**src/sv/integer_square_root_core_macros.svh**
```systemverilog
// Assertion macros shared by the integer square root core.
// Both macros sample on clk_i and stay quiet while rst_ni is low.
`ifndef INTEGER_SQUARE_ROOT_CORE_MACROS_SVH
`define INTEGER_SQUARE_ROOT_CORE_MACROS_SVH

// The property must hold at every rising clock edge outside reset.
`define ISQRT_ASSERT(lbl, prop, msg) \
  lbl: assert property (@(posedge clk_i) disable iff (!rst_ni) (prop)) else $error(msg);

// The expression must never be true outside reset.
`define ISQRT_ASSERT_NEVER(lbl, expr, msg) \
  `ISQRT_ASSERT(lbl, !(expr), msg)

`endif

```
**src/sv/isqrt_pkg.sv**
```systemverilog
`timescale 1ns / 1ps

package isqrt_pkg;

  // Default radicand width.
  localparam int unsigned RadicandBitsDefault = 31;

  // Width rounded up to whole bytes, as used for the stream data buses.
  function automatic int unsigned byte_width(input int unsigned bits);
    return ((bits + 7) / 8) * 8;
  endfunction

  // Number of root bits, one per pipeline stage.
  function automatic int unsigned root_width(input int unsigned bits);
    return (bits + 1) / 2;
  endfunction

endpackage

```
**src/sv/integer_square_root_core.sv**
```systemverilog
`timescale 1ns / 1ps

// Channel   | Dir | Beat contents (lowest bit first)
// s_axis    | in  | tdata: radicand (RADICAND_BITS), zero fill to whole bytes
// m_axis    | out | tdata: root ((RADICAND_BITS+1)/2 bits), zero fill to whole bytes
//
// One beat enters per cycle while s_axis_tready is high; the root is built
// in the stage pipeline, one root bit being settled per stage.
// Reset clears only the stage valid bits; the payload registers are not reset.
// Back-pressure moves up the pipeline through per-stage enables, so empty
// stages keep filling while the output waits and no beat is lost or repeated.
module integer_square_root_core #(
  parameter int unsigned RADICAND_BITS = isqrt_pkg::RadicandBitsDefault
) (
  input  logic                                              clk_i,
  input  logic                                              rst_ni,
  input  logic                                              s_axis_tvalid,
  output logic                                              s_axis_tready,
  // radicand [RADICAND_BITS-1:0], zeros above
  input  logic [isqrt_pkg::byte_width(RADICAND_BITS)-1:0]   s_axis_tdata,
  output logic                                              m_axis_tvalid,
  input  logic                                              m_axis_tready,
  // root [(RADICAND_BITS+1)/2-1:0], zeros above
  output logic [isqrt_pkg::byte_width((RADICAND_BITS+1)/2)-1:0] m_axis_tdata
);

  import isqrt_pkg::*;

  `include "integer_square_root_core_macros.svh"

  localparam int unsigned RootBits = root_width(RADICAND_BITS);
  localparam int unsigned PadBits  = 2 * RootBits;
  localparam int unsigned RemBits  = RootBits + 2;
  localparam int unsigned OutBits  = byte_width(RootBits);

  logic [PadBits-1:0]   rad_in;
  logic                 en_w   [RootBits];
  logic                 vld_w  [RootBits];
  logic [PadBits-1:0]   rad_w  [RootBits];
  logic [RemBits-1:0]   rem_w  [RootBits];
  logic [RootBits-1:0]  root_w [RootBits];
  logic [RemBits-1:0]   last_bound;
  logic                 last_over;

  // Radicand widened to an even number of bits.
  assign rad_in = PadBits'(s_axis_tdata[RADICAND_BITS-1:0]);

  // A stage advances when it is empty or the stage after it advances.
  always_comb begin
    en_w[RootBits-1] = !vld_w[RootBits-1] || m_axis_tready;
    for (int k = RootBits - 2; k >= 0; k--) begin
      en_w[k] = !vld_w[k] || en_w[k+1];
    end
  end

  // One stage per root bit, most significant first.
  for (genvar k = 0; k < RootBits; k++) begin : g_stage
    if (k == 0) begin : g_first
      isqrt_stage #(.RootBits(RootBits)) u_stage (
        .clk_i  (clk_i),
        .rst_ni (rst_ni),
        .en_i   (en_w[k]),
        .vld_i  (s_axis_tvalid),
        .rad_i  (rad_in),
        .rem_i  ('0),
        .root_i ('0),
        .vld_o  (vld_w[k]),
        .rad_o  (rad_w[k]),
        .rem_o  (rem_w[k]),
        .root_o (root_w[k])
      );
    end else begin : g_next
      isqrt_stage #(.RootBits(RootBits)) u_stage (
        .clk_i  (clk_i),
        .rst_ni (rst_ni),
        .en_i   (en_w[k]),
        .vld_i  (vld_w[k-1]),
        .rad_i  (rad_w[k-1]),
        .rem_i  (rem_w[k-1]),
        .root_i (root_w[k-1]),
        .vld_o  (vld_w[k]),
        .rad_o  (rad_w[k]),
        .rem_o  (rem_w[k]),
        .root_o (root_w[k])
      );
    end
  end

  // The last stage is the output register.
  assign s_axis_tready = en_w[0];
  assign m_axis_tvalid = vld_w[RootBits-1];
  assign m_axis_tdata  = OutBits'(root_w[RootBits-1]);

  // A correct final remainder never exceeds twice the root.
  assign last_bound = {1'b0, root_w[RootBits-1], 1'b0};
  assign last_over  = (rem_w[RootBits-1] > last_bound);

  // Pipeline checks.
  `ISQRT_ASSERT(a_ready_follows_out, m_axis_tready |-> s_axis_tready, "input stalled on drain")
  `ISQRT_ASSERT(a_accept_lands, (s_axis_tvalid && s_axis_tready) |=> vld_w[0], "beat lost")
  `ISQRT_ASSERT(a_stall_holds, (m_axis_tvalid && !m_axis_tready) |=> m_axis_tvalid, "dropped")
  `ISQRT_ASSERT_NEVER(a_rem_bound, m_axis_tvalid && last_over, "final remainder too big")

endmodule

```
**src/sv/isqrt_stage.sv**
```systemverilog
`timescale 1ns / 1ps

// One restoring step of the digit-by-digit square root: brings down the next
// two radicand bits, tries the digit one, and registers the partial root.
module isqrt_stage #(
  parameter int unsigned RootBits = isqrt_pkg::root_width(isqrt_pkg::RadicandBitsDefault)
) (
  input  logic                    clk_i,
  input  logic                    rst_ni,
  input  logic                    en_i,
  input  logic                    vld_i,
  input  logic [2*RootBits-1:0]   rad_i,
  input  logic [RootBits+1:0]     rem_i,
  input  logic [RootBits-1:0]     root_i,
  output logic                    vld_o,
  output logic [2*RootBits-1:0]   rad_o,
  output logic [RootBits+1:0]     rem_o,
  output logic [RootBits-1:0]     root_o
);

  import isqrt_pkg::*;

  localparam int unsigned PadBits = 2 * RootBits;
  localparam int unsigned RemBits = RootBits + 2;

  logic [RemBits+1:0]   rem_x;
  logic [RemBits+1:0]   trial;
  logic [RemBits+1:0]   diff;
  logic                 take;
  logic [RootBits:0]    root_x;
  logic [PadBits+1:0]   rad_x;

  logic                 vld_q;
  logic [PadBits-1:0]   rad_q, rad_d;
  logic [RemBits-1:0]   rem_q, rem_d;
  logic [RootBits-1:0]  root_q, root_d;

  // Trial subtract of 4*root + 1 from the extended remainder.
  always_comb begin
    rem_x  = {rem_i, rad_i[PadBits-1 -: 2]};
    trial  = {2'b00, root_i, 2'b01};
    diff   = rem_x - trial;
    take   = (rem_x >= trial);
    root_x = {root_i, take};
    rad_x  = {rad_i, 2'b00};
    rem_d  = take ? diff[RemBits-1:0] : rem_x[RemBits-1:0];
    root_d = root_x[RootBits-1:0];
    rad_d  = rad_x[PadBits-1:0];
  end

  // Valid bit with reset.
  always_ff @(posedge clk_i or negedge rst_ni) begin
    if (!rst_ni) begin
      vld_q <= 1'b0;
    end else if (en_i) begin
      vld_q <= vld_i;
    end
  end

  // Payload registers load whenever the stage advances.
  always_ff @(posedge clk_i) begin
    if (en_i) begin
      rad_q  <= rad_d;
      rem_q  <= rem_d;
      root_q <= root_d;
    end
  end

  assign vld_o  = vld_q;
  assign rad_o  = rad_q;
  assign rem_o  = rem_q;
  assign root_o = root_q;

endmodule

```
**config.mk**
```make
export PLATFORM = sky130hd
export DESIGN_NAME = integer_square_root_core
export DESIGN_NICKNAME = d
export VERILOG_FILES = /design/src/sv/isqrt_pkg.sv /design/src/sv/integer_square_root_core.sv /design/src/sv/isqrt_stage.sv
export VERILOG_INCLUDE_DIRS = /design/src /design/src/sv
export SDC_FILE = /design/constraint.sdc
export NUM_CORES = 1
export LEC_CHECK = 0
export ABC_AREA = 1
export BUFFER_PORTS_ARGS = -buffer_cell sky130_fd_sc_hd__buf_4
export CAP_MARGIN = 20
export CORE_MARGIN = 1.5
export CORE_UTILIZATION = 65
export CTS_BUF_LIST = sky130_fd_sc_hd__clkbuf_8
export CTS_CLUSTER_DIAMETER = 80
export DETAILED_ROUTE_END_ITERATION = 6
export GPL_ROUTABILITY_DRIVEN = 0
export GPL_TIMING_DRIVEN = 0
export PLACE_DENSITY = 0.82
export SLEW_MARGIN = 10
export SYNTH_ARGS = -nofsm -noshare
export SYNTH_HDL_FRONTEND = slang
export SYNTH_SLANG_ARGS = --single-unit
export TNS_END_PERCENT = 5
```
**constraint.sdc**
```tcl
create_clock -name clk_i -period 11.2 [get_ports clk_i]
set_clock_uncertainty 0.2 [all_clocks]
set_input_delay 1.12 -clock clk_i [delete_from_list [all_inputs] [get_ports clk_i]]
set_output_delay 1.12 -clock clk_i [all_outputs]
set_load 0.01 [all_outputs]
```
# Yosys cells after proc, flatten, opt, wreduce, memory -nomap -nowiden
# Cells that the tools add are included.
[classes]
n_addsub = 15
mul = 0
div_mod_pow = 0
order_cmp = 16
n_eq_ne = 0
n_shift = 0
mux = 15
n_bitwise = 0
reduce_logical = 32
[op_table]
columns = ["op", "count"]
rows = [
  ["two-way mux 18 bit", 14],
  [">= comparator 20 x 10 -> 1 bit", 1],
  [">= comparator 20 x 11 -> 1 bit", 1],
  [">= comparator 20 x 12 -> 1 bit", 1],
  [">= comparator 20 x 13 -> 1 bit", 1],
  [">= comparator 20 x 14 -> 1 bit", 1],
  [">= comparator 20 x 15 -> 1 bit", 1],
  [">= comparator 20 x 16 -> 1 bit", 1],
  [">= comparator 20 x 17 -> 1 bit", 1],
  [">= comparator 20 x 3 -> 1 bit", 1],
  [">= comparator 20 x 4 -> 1 bit", 1],
  [">= comparator 20 x 5 -> 1 bit", 1],
  [">= comparator 20 x 6 -> 1 bit", 1],
  [">= comparator 20 x 7 -> 1 bit", 1],
  [">= comparator 20 x 8 -> 1 bit", 1],
  [">= comparator 20 x 9 -> 1 bit", 1],
  ["subtractor 18 x 10 -> 18 bit", 1],
  ["subtractor 18 x 11 -> 18 bit", 1],
  ["subtractor 18 x 12 -> 18 bit", 1],
  ["subtractor 18 x 13 -> 18 bit", 1],
  ["subtractor 18 x 14 -> 18 bit", 1],
  ["subtractor 18 x 15 -> 18 bit", 1],
  ["subtractor 18 x 16 -> 18 bit", 1],
  ["subtractor 18 x 3 -> 18 bit", 1],
  ["other kinds (11)", 41],
]
[totals]
register_bits = 646
latch_bits = 0
mem_bits_rw = 0
mem_bits_ro = 0
output_inout_bits = 18
n_memories = 0

# Logic depth before layout (Yosys ltp)
[logic_depth]
depth_word = 17
depth_mapped = 14

# Hierarchy
# From an unflattened synthesis, not the netlist that was laid out.
[unflattened]
cells_unflattened = 5485
hier_area_um2 = 54088.1
[by_module_without_submodules]
columns = ["mod", "n_inst", "cells_per_inst", "area_each_um2", "seq_area_each_um2"]
rows = [
  ["isqrt_stage", 16, 341, 3368.2, 1946.9],
  ["integer_square_root_core", 1, 29, 196.4, 0.0],
]

# Least setup slack after synthesis
# OpenSTA, ideal clock, no wires.
[synth_path]
path_type = "input -> output"
start = "in m_axis_tready"
end = "out s_axis_tready"
t_arrival_ns = 4.714
t_required_ns = 9.880
setup_slack_ns = 5.166
cell_stages = 8
path_cell_list = "inv_1 nand4_4 nor3_4 nand4_2 nor2_4 nand4_4 nor2_4 nand4_2"
[synth_via]
elab_chain_cells = 16
[synth_lines]
columns = ["element", "line", "text"]
rows = [
  ["start: declaration", "integer_square_root_core.sv:22", "input logic m_axis_tready,"],
  ["logical OR 1 bit", "integer_square_root_core.sv:50", "en_w[RootBits-1] = !vld_w[RootBits-1] || m_axis_tready;"],
  ["logical OR 1 bit (2 in a row)", "integer_square_root_core.sv:52", "en_w[k] = !vld_w[k] || en_w[k+1];"],
  ["net g_stage[13].g_next.u_stage.en_i", "isqrt_stage.sv:10", "input logic en_i,"],
  ["logical OR 1 bit (5 in a row)", "integer_square_root_core.sv:52", ""],
  ["net g_stage[8].g_next.u_stage.en_i", "isqrt_stage.sv:10", ""],
  ["logical OR 1 bit (4 in a row)", "integer_square_root_core.sv:52", ""],
  ["net g_stage[4].g_next.u_stage.en_i", "isqrt_stage.sv:10", ""],
  ["logical OR 1 bit (4 in a row)", "integer_square_root_core.sv:52", ""],
  ["end: declaration", "integer_square_root_core.sv:18", "output logic s_axis_tready,"],
]
# The timed path passes the listed nets, and every way through them passes these cells.

# Final worst setup path
# Same ends and word-level chain as after synthesis.

==> run summary <==
The floorplan has 79 rows. Mean instance size in the synthesized netlist: 11.45 um2. STA puts the critical path data required time at 9.88 ns. During I/O placement, the number of pins put on the boundary was 54. The fraction of power consumed by combinational cells came out at 0.286. The via count normalized by instance count came out at 5.679. The run gives 0.498 as the sequential group share of total power. Clock tree synthesis selected as its root buffer the cell sky130_fd_sc_hd__clkbuf_8. The peak supply drop was 0.0001601 V; the area share of the largest cell type after synthesis was 0.6017.

Met2 routing resource usage after global routing: 0.4475. The total of max-cap violations was 0; the number of diodes was 0. The post-synthesis to final-layout area growth was 10.30%. The cell area that synthesis handed to floorplanning was 0.03104 mm2.

The met1 layer usage reported by global route was 0.2988. The number of nets still failing antenna checks after routing was 0; the number of library cell types mapped by synthesis was 69. After clock tree synthesis, the flow added hold-fix buffers numbering 0. When the netlist entered floorplanning its net count stood at 2900. TritonCTS built the clock tree. Wires add up to 59850 um. Clock-pin slew was measured on the worst setup and hold paths at 0.06 ns. In this run, placement finished with an instance count of 3381. Endpoint kind of the worst setup timing path: an output pin. The fraction of power spent switching nets was 0.3410; the number of slew-limit violations in the final report was 0. The number of hold-slack violations in the final timing report is 0.

Dividing total power by cell area gives a power density of 237.6 mW/mm2. For the worst setup path, the data arrival time is 5.40 ns. The proportion of register bits with asynchronous set or reset after synthesis works out to 0.02508.

The worst-case setup margin in the final layout is 4.484 ns, and the number of flip-flops and latches in the synthesized netlist is 638. The met3 capacity usage during global routing was 0.04280; the sequential cell area fraction in the yosys report was 0.6146. The number of gates resized after CTS was 0. Clock network latency to the later pin of the worst-skew pair: 0.67 ns. The fraction of final layout cells with drive strength greater than 1 was 0.1351; the overall die area was 0.04907 mm2. Yosys mapped a number of flops with a built-in enable equal to 622. The overall routing resource usage is 0.2492, and the number of clock sinks is 638.

The run gives 10 as the detailed-route DRC error count. Entering global routing, the biggest net connects 48 pins. The initial core utilization was 0.6625. The startpoint type of the worst setup path was an input port.

The final clock period utilization by the worst path works out to 0.5997. The checks that failed: DRC. The die is 221.5 um wide. The longest clock path from root to sink contains 3 buffers. The worst slew slack as a fraction of its limit was 0.4021; the worst setup slack after placement was 3.895 ns. For the net switching power of the design, the log shows 2774 uW. Post-CTS timing repair inserted 0 buffers for setup.

At the end of the flow, the number of nets in the layout was 3063. The logs give 0 for the residual overflow from global routing and 7 for the number of iterations in the first detailed-routing pass. The cell area after placement was 0.03243 mm2; the routed wire length per instance was 16.81 um.

The logs give 0.216 for the part of the total power dissipated in the clock network and 0 for the final-report setup violation count. For the internal power component, the log shows 5360 uW. Among all flip-flop cells after synthesis, the most frequent one is sky130_fd_sc_hd__edfxtp_1. Final-layout setup total negative slack: 0 ns. Along the worst path, the maximum fanout reaches 47. The slew of the pin with the lowest slew margin was 0.8952 ns.

The count of cells along the worst register-to-register path was 8. For this design the static power due to leakage is 0.01468 uW. The total area inside the core boundary comes to 0.04685 mm2. Most repeated cell in the gate-level netlist after synthesis: sky130_fd_sc_hd__edfxtp_1.

met2 is the most crowded layer. Counting the fill cells in the layout gives 3005. The logs give 20610 for the number of global-route vias before repair and 1590 for the detailed router's first-iteration violation count. The Yosys step of the flow raised 0 warnings.

In the post-synthesis netlist, the biggest area contributors are sky130_fd_sc_hd__edfxtp_1, sky130_fd_sc_hd__ha_1, sky130_fd_sc_hd__nand2_1. The number of clock buffers added by TritonCTS is 98. The run finished, with violations left. The number of instances in the synthesized netlist came out at 2712. The clock tree synthesis step divided the H-tree into 3 levels. The path class of the tightest hold or removal check is input port to async pin. By count the netlist is led by sky130_fd_sc_hd__edfxtp_1, sky130_fd_sc_hd__nand2_1, sky130_fd_sc_hd__inv_1, sky130_fd_sc_hd__nor2_1, sky130_fd_sc_hd__ha_1.

Summed over all nets, the half-perimeter wirelength after detailed placement is 43900 um. The start-to-end type of the worst setup path is input port to output pin. The cell accounting for the most synthesized area is sky130_fd_sc_hd__edfxtp_1.

Setup repair after global routing left no endpoint under its margin. For this block, the via count after detailed routing is 20220. The first global-routing pass estimated 98770 um of wire. For the area of all placed cells without fillers, the log shows 0.03424 mm2. The post-route minimum period works out to 6.716 ns. Timing would allow up to 148.9 MHz. The worst register-to-register path has a setup slack of 6.40 ns.

Number of antenna violations at the first check in global routing: 0. The total of buffers placed on input and output ports was 52. The final cell count without fillers came out at 3561. Measured along the y axis, the die boundary spans 221.5 um.
## power groups by stage
| stage | Sequential [uW] | Clock [uW] | Combinational, uW |
|---|---|---|---|
| 2_1_floorplan | 3910 | 0 | 1770 |
| 3_3_place_gp | 4070 | 0 | 2110 |
| 3_5_place_dp | 4080 | 0 | 2280 |
| 4_1_cts | 4050 | 1810 | 2300 |
| 5_1_grt | 4120 | 1900 | 2600 |
| 6_report | 4050 | 1760 | 2330 |
## cell usage in the layout, fill, tap and decap left out, types with 18 or more instances in the layout
cell type / n
sky130_fd_sc_hd__xor2_1: 95
sky130_fd_sc_hd__nand2_1: 462
sky130_fd_sc_hd__buf_4: 55
sky130_fd_sc_hd__clkbuf_8: 99
sky130_fd_sc_hd__o21ai_1: 49
sky130_fd_sc_hd__edfxtp_1: 622
sky130_fd_sc_hd__a21o_1: 19
sky130_fd_sc_hd__or2_2: 25
sky130_fd_sc_hd__xnor2_1: 63
sky130_fd_sc_hd__ha_1: 152
sky130_fd_sc_hd__a21oi_1: 130
sky130_fd_sc_hd__nor2_1: 180
sky130_fd_sc_hd__o21ai_2: 47
sky130_fd_sc_hd__inv_1: 389
sky130_fd_sc_hd__nand3_1: 90
sky130_fd_sc_hd__nand4_1: 33
sky130_fd_sc_hd__o21ai_0: 89
sky130_fd_sc_hd__inv_2: 18
sky130_fd_sc_hd__nor3_1: 37
sky130_fd_sc_hd__clkinv_1: 34
sky130_fd_sc_hd__nand2_2: 28
## stage by stage
step	util	power [uW]	hold slack, ns
2_1_floorplan	-	5680	0.2003
3_3_place_gp	0.6870	6176	0.2008
3_5_place_dp	0.6921	6361	0.2045
4_1_cts	0.7302	8156	0.05695
5_1_grt	0.7308	8620	0.06352
6_report	0.7308	8134	0.09750
## sequential cells by signal, indices dropped and copies added (netlist names)
name	flops
g_stage.g_next.u_stage.vld_o	15
g_stage.g_next.u_stage.rem_o	245
g_stage.g_next.u_stage.root_o	135
g_stage.g_first.u_stage.rem_o	1
g_stage.g_next.u_stage.rad_o	210
g_stage.g_first.u_stage.root_o	1
g_stage.g_first.u_stage.vld_o	1
g_stage.g_first.u_stage.rad_o	30
## cell type report
class                      count  area (um2)  share of cell area
inverter                     382        1454             0.04246
timing repair buffer          63       633.1             0.01849
tap                          607       759.5             0.02218
clock buffer                  99        1363             0.03980
buffer                        23       256.5            0.007492
multi-input combinational   1669       10270              0.3001
clock inverter                80       420.4             0.01228
sequential                   638       19080              0.5572
## layer usage
layer / wire length (um) / part of all wire
met3: 3129 / 0.052
met2: 31160 / 0.52
met4: 1970 / 0.033
met1: 23590 / 0.39
met5: 0 / 0
## final timing paths
path / startpoint / end
max in group asynchronous: rst_ni / g_stage[6].g_next.u_stage.vld_o$_DFFE_PN0P_
max reg2reg: g_stage[15].g_next.u_stage.vld_o$_DFFE_PN0P_ / g_stage[0].g_first.u_stage.rad_o[15]$_DFFE_PP_
min: rst_ni / g_stage[1].g_next.u_stage.vld_o$_DFFE_PN0P_
max: m_axis_tready / s_axis_tready
min reg2reg: g_stage[3].g_next.u_stage.rad_o[19]$_DFFE_PP_ / g_stage[4].g_next.u_stage.rad_o[21]$_DFFE_PP_
min in group clk_i: g_stage[3].g_next.u_stage.rad_o[19]$_DFFE_PP_ / g_stage[4].g_next.u_stage.rad_o[21]$_DFFE_PP_
## kinds of logic (layout without fill, tap and decap cells)
logic type	Yosys count	in the layout	synth area share
simple gates	947	947	0.1427
flops	638	638	0.6146
compound gates	411	411	0.08159
buf+inv	405	647	0.05510
xor+xnor	158	158	0.04458
fa+ha+maj	152	152	0.06127
other cells	1	1	0.0001208
## critical path: stages
cell	delay [ns]
sky130_fd_sc_hd__buf_4	0.11
sky130_fd_sc_hd__inv_1	0.14
sky130_fd_sc_hd__nand4_4	0.56
sky130_fd_sc_hd__nor3_4	0.40
sky130_fd_sc_hd__nand4_2	0.58
sky130_fd_sc_hd__nor2_4	0.42
sky130_fd_sc_hd__nand4_4	0.72
sky130_fd_sc_hd__nor2_4	0.43
sky130_fd_sc_hd__nand4_2	0.41
sky130_fd_sc_hd__buf_16	0.32
sky130_fd_sc_hd__buf_4	0.16
No activity file was read; power rests on OpenSTA's default activity.
